$ cat config.mk
export PLATFORM = sky130hd
export DESIGN_NAME = fflb_ram
export DESIGN_NICKNAME = d
export VERILOG_FILES = /design/src/design/fflb_ram.sv
export SDC_FILE = /design/constraint.sdc
export NUM_CORES = 1
export LEC_CHECK = 0
export BUFFER_PORTS_ARGS = -buffer_cell sky130_fd_sc_hd__buf_2
export CORE_MARGIN = 2
export CORE_UTILIZATION = 45
export CTS_BUF_LIST = sky130_fd_sc_hd__clkbuf_4
export CTS_CLUSTER_DIAMETER = 60
export DETAILED_ROUTE_END_ITERATION = 10
export PLACE_DENSITY = 0.63
export REMOVE_ABC_BUFFERS = 1
export SKIP_CTS_REPAIR_TIMING = 1
export SYNTH_ARGS = -nofsm -noshare
export SYNTH_HDL_FRONTEND = slang
export SYNTH_SLANG_ARGS = --single-unit
export TNS_END_PERCENT = 10
$ cat constraint.sdc
create_clock -name i_clk -period 2.6 [get_ports i_clk]
set_input_delay 0.13 -clock i_clk [delete_from_list [all_inputs] [get_ports i_clk]]
set_output_delay 0.13 -clock i_clk [all_outputs]
set_load 0.01 [all_outputs]
$ cat src/design/fflb_ram.sv
// Simple dual-port synchronous RAM with registered read.
module fflb_ram #(
    parameter int WIDTH = 8,
    parameter int DEPTH = 64
) (
    input  logic                     i_clk,
    input  logic                     i_we,
    input  logic [$clog2(DEPTH)-1:0] i_waddr,
    input  logic [WIDTH-1:0]         i_wdata,
    input  logic [$clog2(DEPTH)-1:0] i_raddr,
    output logic [WIDTH-1:0]         o_rdata
);
    logic [WIDTH-1:0] r_mem [DEPTH];
    logic [WIDTH-1:0] r_rdata;

    always_ff @(posedge i_clk) begin
        if (i_we) begin
            r_mem[i_waddr] <= i_wdata;
        end
        r_rdata <= r_mem[i_raddr];
    end

    assign o_rdata = r_rdata;
endmodule

==> results by group, run 1 <==
Yosys
  – Mapped Cells: between 900 and 1000
  – Syn avg cell area: 21.5 µm²
  – Syn Std Cell Area: between 0.02 and 0.025 mm²
  – Post-synthesis cell type count: 40
  – Async set-reset flop share out of synthesis: 0%
  – Ys flop type: edfxtp_1
  – Yosys warning count: 0
  – Area leader, netlist: edfxtp_1
  – Synth top cells by count: 512 x edfxtp_1, 126 x mux4_2, 83 x nor2_1
  – Sequential area share after synthesis: about 77%
  – EDFF count, synth: roughly 510
  – Synthesized flop and latch total: between 500 and 600
  – Top-count cell post-synth: edfxtp_1
  – Share of Yosys cell area claimed by the top area cell type: 76.2%
  – Area contributors post-synth: edfxtp_1 76%, mux4_2 14%, nor2_1 1.5%

Clock tree
  – Max H-tree Level: 4
  – TritonCTS buffer count: between 100 and 150
  – TritonCTS clock tree: built
  – Clock input transition at the sequential cells of the worst setup and hold paths: approximately 0.060 ns
  – Sink Count: 520
  – Clk buf depth: 3
  – Clk root buf: clkbuf_4
  – Clk_lat worst skew: between 0.8 and 0.9 ns

Layout
  – Share of layout cells above drive strength 1: 38.5%
  – FILL cells: about 3500
  – Area delta synth->final: 16.8%
  – Nets: 1194
  – Core Util, Final: between 50% and 60%

Critical path
  – CP Launch Type: flop
  – Worst path arrival time: about 2.9 ns
  – Max FO, Critical Path: 1
  – CP required: between 3 and 4 ns
  – CP endpoint kind: flop
  – Critical path class: reg2reg

STA
  – Final hold vios: 0
  – Final Skew: around 0.053 ns
  – Max-slew headroom: 20.5%
  – RSZ-0062 raised after global routing: false
  – Setup ws final: 0.424 ns
  – Fmax: 460 MHz
  – Max Transition Viols Final: 0
  – Final setup violation count: 0
  – Fin Setup TNS: 0 ns
  – Slew @ Worst Pin: 1.19 ns
  – Tcrit/Tclk final: a little over four fifths
  – Final Critical Period: between 2 and 2.5 ns

Job
  – Max-Cap Viols: 0

Die
  – Die W: around 220 µm
  – Core Region: ~0.044 mm²
  – Standard-cell rows: 77
  – Initial Utilization: a little under half
  – Io pins: 30
  – Full die area: 0.0465 mm²
  – DIE HEIGHT: between 200 and 250 µm

GRT
  – Vias in the first global route: about 11000
  – Total grt overflow: 0
  – Initial antenna violation count: 2
  – Met2 Track Usage GR: a little under a third
  – GR peak layer: met2
  – Tot GR Track Use: approximately a fifth
  – Routing usage on met1: between 20% and 30%
  – First-pass GRT wire length: just under 70 mm
  – Met3 Use GR: between 5 and 6%
  – Largest net degree at the start of global routing: 65

Drt
  – WL/cell: around 25 µm
  – Drt total wl: roughly 46 mm
  – Drt initial violations: between 1000 and 1500
  – DRC Markers: 0
  – Initial DRT Pass Iterations: 5
  – Vias per cell: 5.58
  – Routed Antenna Nets: 0
  – Via count: roughly 10000

Pwr
  – Leakage: between 7 and 8 nW
  – Final Power: between 0.015 and 0.02 W
  – Max VDD drop: between 300 and 400 µV
  – PD cells: around 740 mW/mm²

Place
  – Buffers on Ports: 29
  – DP Worst Slack: roughly 0.14 ns
  – HPWL reported at the end of detailed placement: 29.1 mm
  – RePlAce Congestion: just over 0.8

Outcome
  – Run status: completed

Hold path
  – Hold Path Class: in2reg
kinds of logic (layout without fill, tap and decap cells):
kind of cell	Yosys count	count (layout)	synth area share, %
AOI/OAI and AO/OA	54	54	2.07
DFF	520	520	77.0
buffers and inverters	51	382	1.57
muxes	162	162	15.9
and+or+nand+nor	153	153	3.39
other	0	2	0
cells in the final DEF, fill, tap and decap left out, types with 3 or more instances in the layout:
cell and count:
clkinv_2 3, nand2_1 19, o22ai_1 8, nand3_1 13, nand2b_1 7, a221oi_1 6
clkinv_1 17, buf_4 96, nor2_1 83, inv_2 4, clkinvlp_4 3, edfxtp_1 512
buf_12 8, mux4_2 126, o2bb2ai_1 3, nand3b_1 3, o2111ai_1 3, a211oi_1 4
a21oi_1 3, nor3_1 7, nor2b_1 14, mux2i_1 23, a22oi_1 3, mux2_2 13
bufinv_16 4, dfxtp_1 8, clkbuf_4 201, o221ai_1 8, dlygate4sd3_1 17, buf_2 26
state kept, by name, indices dropped and copies added (netlist names):
name and cells:
o_rdata 8, r_mem 512
worst max-delay path: stages (launching register included):
cell and delay, ns:
edfxtp_1 0.37, mux4_2 0.48, mux2_2 0.28, o221a_2 0.29, nor3_1 0.48, o32ai_1 0.16
routing by layer:
| layer | vias up | part of all wire (%) |
|---|---|---|
| met5 | - | 0 |
| li1 | 4485 | - |
| met4 | 0 | 2.7 |
| met2 | 430 | 47 |
| met3 | 74 | 7.5 |
| met1 | 5423 | 43 |
power by group:
part	internal [W]	total [W]	switching, W
logic	0.000371	0.000922	0.000551
clock network	0.00393	0.00710	0.00317
registers	0.00927	0.00930	0.0000294
worst paths after layout:
kind / startpoint / end / slack, ns / cells after the start
setup reg to reg: r_mem[20][4] / o_rdata[4] / 0.42 / 5
hold reg to reg: r_mem[26][6] / o_rdata[6] / 0.83 / 3
hold / removal: i_waddr[3] / r_mem[42][5] / 0.07 / 3
setup / recovery: r_mem[20][4] / o_rdata[4] / 0.42 / 5
metrics by stage:
step,instances,hold WS (ns),instance area [µm²]
floorplan,889,0.229,19900
global placement,1612,0.566,21600
detailed placement,1612,0.563,21600
CTS,1846,-0.334,23400
global route,1864,0.0449,23600
finish,1865,0.0749,23600
cell type report:
type	count	area [µm²]	share of cell area [%]
sequential	520	15500	66.0
clock inverter	33	254	1.08
clock buffer	201	1510	6.41
antenna	2	5.00	0.0212
timing repair buffer	148	1190	5.07
multi-input combinational	369	4320	18.3
tap	592	741	3.14
Power figures use the tool's default switching activity.
==> run 2, diff against run 1 <==
ABC_AREA = 1   (was unset)
clock period = 2.2 ns   (was 2.6 ns; I/O delays follow)
==> run 2 against run 1 <==
  * The run now ends with design-rule violations left
  * Sequential power increased by 18%
  * Critical path depth is 4 higher
  * Largest power group unchanged
  * Clock power up 16%
  * Core utilization down 1.1 points
  * Fmax is 17% higher
  * Clock-buffer cell count decreased by 1
  * Synthesized cell count rose by 92%
  * Wire length up 19%
==> results by group, run 2 <==
Outcome
  – Run status: finished with violations
  – Violated checks: design-rule violations

Critical path
  – Max FO, Critical Path: 1 (unchanged)
  – CP required: 2.95 ns (-0.33 ns)
  – Crit-path max cell delay: 0.56 ns (+0.08 ns)
  – CP endpoint kind: flop
  – Cell count along the critical path: 9 (+4)
  – CP bufs+invs: 1 (+1)
  – CP Launch Type: flop
  – Crit-path leading delay family: simple AND/OR/NAND/NOR gates
  – Critical path class: reg2reg
  – CP max stage cell: dlygate4sd3_1
  – R2R depth: 9 (+4)
  – Critical path, cell by cell: nand2_1 -> nand3_1 -> nand3_1 -> nand2_1 -> nand2_1 -> nand3_1 -> nand3_1 -> dlygate4sd3_1 -> nand2_1
  – Worst path arrival time: 2.60 ns (-0.25 ns)

Yosys
  – Post-synthesis cell type count: 16 (-60%)
  – Syn avg cell area: 11.8 µm² (-45%)
  – Area contributors post-synth: edfxtp_1 72%, nand2_1 11%, nand3_1 10%
  – Top-count cell post-synth: nand2_1
  – Synthesized flop and latch total: 520 (unchanged)
  – Sequential area share after synthesis: 72.8% (-4.2 points)
  – Mapped Cells: 1805 (+92%)
  – Share of Yosys cell area claimed by the top area cell type: 72.0% (-4.2 points)
  – Area leader, netlist: edfxtp_1
  – Yosys warning count: 0 (unchanged)
  – Syn Std Cell Area: 0.0213 mm² (+5.8%)
  – Synth top cells by count: 648 x nand2_1, 512 x edfxtp_1, 439 x nand3_1
  – EDFF count, synth: 512 (unchanged)
  – Ys flop type: edfxtp_1
  – Async set-reset flop share out of synthesis: 0% (unchanged)

STA
  – Slew @ Worst Pin: 0.822 ns (-0.371 ns)
  – Max-slew headroom: 45.2% (+25 points)
  – Setup ws final: 0.348 ns (-0.0765 ns)
  – RSZ-0062 raised after global routing: false
  – Max Transition Viols Final: 0 (unchanged)
  – Final Critical Period: 1.85 ns (-0.324 ns)
  – Fin Setup TNS: 0 ns (unchanged)
  – Final hold vios: 0 (unchanged)
  – Final setup violation count: 0 (unchanged)
  – Fmax: 540 MHz (+17%)
  – Final Skew: 0.0484 ns (-0.00488 ns)
  – Tcrit/Tclk final: 84.2% (+0.51 points)

Die
  – Initial Utilization: 45.7% (+0.13 points)
  – Standard-cell rows: 79 (+2.6%)
  – DIE HEIGHT: 222 µm (+2.8%)
  – Core Region: 0.0467 mm² (+5.5%)
  – Io pins: 30 (unchanged)
  – Die W: 222 µm (+2.8%)
  – Full die area: 0.0492 mm² (+5.7%)

Clock tree
  – Max H-tree Level: 4 (unchanged)
  – TritonCTS clock tree: built
  – Clk root buf: clkbuf_4
  – Sink Count: 520 (unchanged)
  – Clock input transition at the sequential cells of the worst setup and hold paths: 0.07 ns (about the same)
  – Clk buf depth: 3 (unchanged)
  – TritonCTS buffer count: 136 (+2.3%)
  – Clk_lat worst skew: 0.85 ns (+0.04 ns)

Drt
  – Via count: 14500 (+39%)
  – Initial DRT Pass Iterations: 8 (+3)
  – Vias per cell: 5.42 (-3.0%)
  – Drt initial violations: 1672 (+59%)
  – DRC Markers: 2 (+2)
  – Drt total wl: 55.1 mm (+19%)
  – Routed Antenna Nets: 0 (unchanged)
  – WL/cell: 20.5 µm (-17%)

GRT
  – Vias in the first global route: 14300 (+35%)
  – First-pass GRT wire length: 84.3 mm (+24%)
  – Total grt overflow: 0 (unchanged)
  – Tot GR Track Use: 22.6% (+2.3 points)
  – Initial antenna violation count: 3 (+1)
  – Largest net degree at the start of global routing: 134 (+110%)

Layout
  – Nets: 2007 (+68%)
  – FILL cells: 4067 (+18%)
  – Non-filler instance count after layout: 2681 (+44%)
  – Final Cell Area: 0.0243 mm² (+3.3%)
  – Share of layout cells above drive strength 1: 17.0% (-21 points)
  – Max reg flops: 512 (unchanged)
  – Core Util, Final: 52.1% (-1.1 points)
  – Register area: 0.0155 mm² (unchanged)
  – Commonest non-fill, non-tap cell in the layout: nand2_1
  – Top reg by flops: r_mem
  – Multi-input logic area: 0.00495 mm² (+15%)
  – Most frequent cells in the layout: 648 x nand2_1, 512 x edfxtp_1, 439 x nand3_1
  – Area delta synth->final: 14.0%

Hold path
  – WHS Path Cells: 2 (-1)
  – Hold Path Class: in2reg

Pwr
  – Leakage: 9.10 nW (+17%)
  – Max VDD drop: 354 µV (+0.55%)
  – PD cells: 846 mW/mm² (+15%)

Place
  – Buffers on Ports: 29 (unchanged)
  – RePlAce Congestion: 0.826 (+2.7%)
  – HPWL reported at the end of detailed placement: 31.8 mm (+9.3%)
  – Placed inst area: 0.0225 mm² (+4.0%)
  – # placed instances: 2437 (+51%)
  – DP Worst Slack: 0.345 ns (+0.208 ns)

Job
  – Max-Cap Viols: 0 (unchanged)
## run 2: metal layers
metal	track usage (%)	wire [µm]	vias to the layer above
li1	-	-	6789
met1	31.8	24000	7022
met2	34.6	25600	609
met3	5.12	4190	97
met4	8.20	1280	2
met5	0	13	-
## run 2: power by group
| part | leakage [nW] | switching (W) | internal [W] |
|---|---|---|---|
| clock network | 1.01 | 0.00375 | 0.00447 |
| logic | 3.41 | 0.000977 | 0.000376 |
| registers | 4.67 | 0.0000445 | 0.0110 |
## run 2: cells by family (layout without fill, tap and decap cells)
logic type,count (synthesis),in the layout,synth area share [%]
and+or+nand+nor,1160,1160,23.2
buffers and inverters,125,390,4.02
other,0,4,0
DFF,520,520,72.8
## run 2: final cells by class
class                   count  area share (%)
clock buffers             200            6.17
inverters                  12           0.216
diodes                      4          0.0411
multi-input cells        1160            20.3
clock inverters            23           0.689
repair buffers            155            5.57
well taps                 607            3.12
flip-flops and latches    520            63.9
## run 2: per-stage QoR
stage | hold WS, ns | power, W
floorplan | 0.209 | 0.0118
global placement | 0.536 | 0.0125
detailed placement | 0.525 | 0.0125
CTS | -0.415 | 0.0207
global route | 0.000616 | 0.0214
finish | 0.0259 | 0.0206
## run 2: final timing paths
kind                   to  slack, ns    startpoint
max            o_rdata[7]       0.35  r_mem[51][7]
min          r_mem[55][6]       0.03    i_wdata[6]
max reg2reg    o_rdata[7]       0.35  r_mem[51][7]
min reg2reg    o_rdata[4]       0.82  r_mem[60][4]
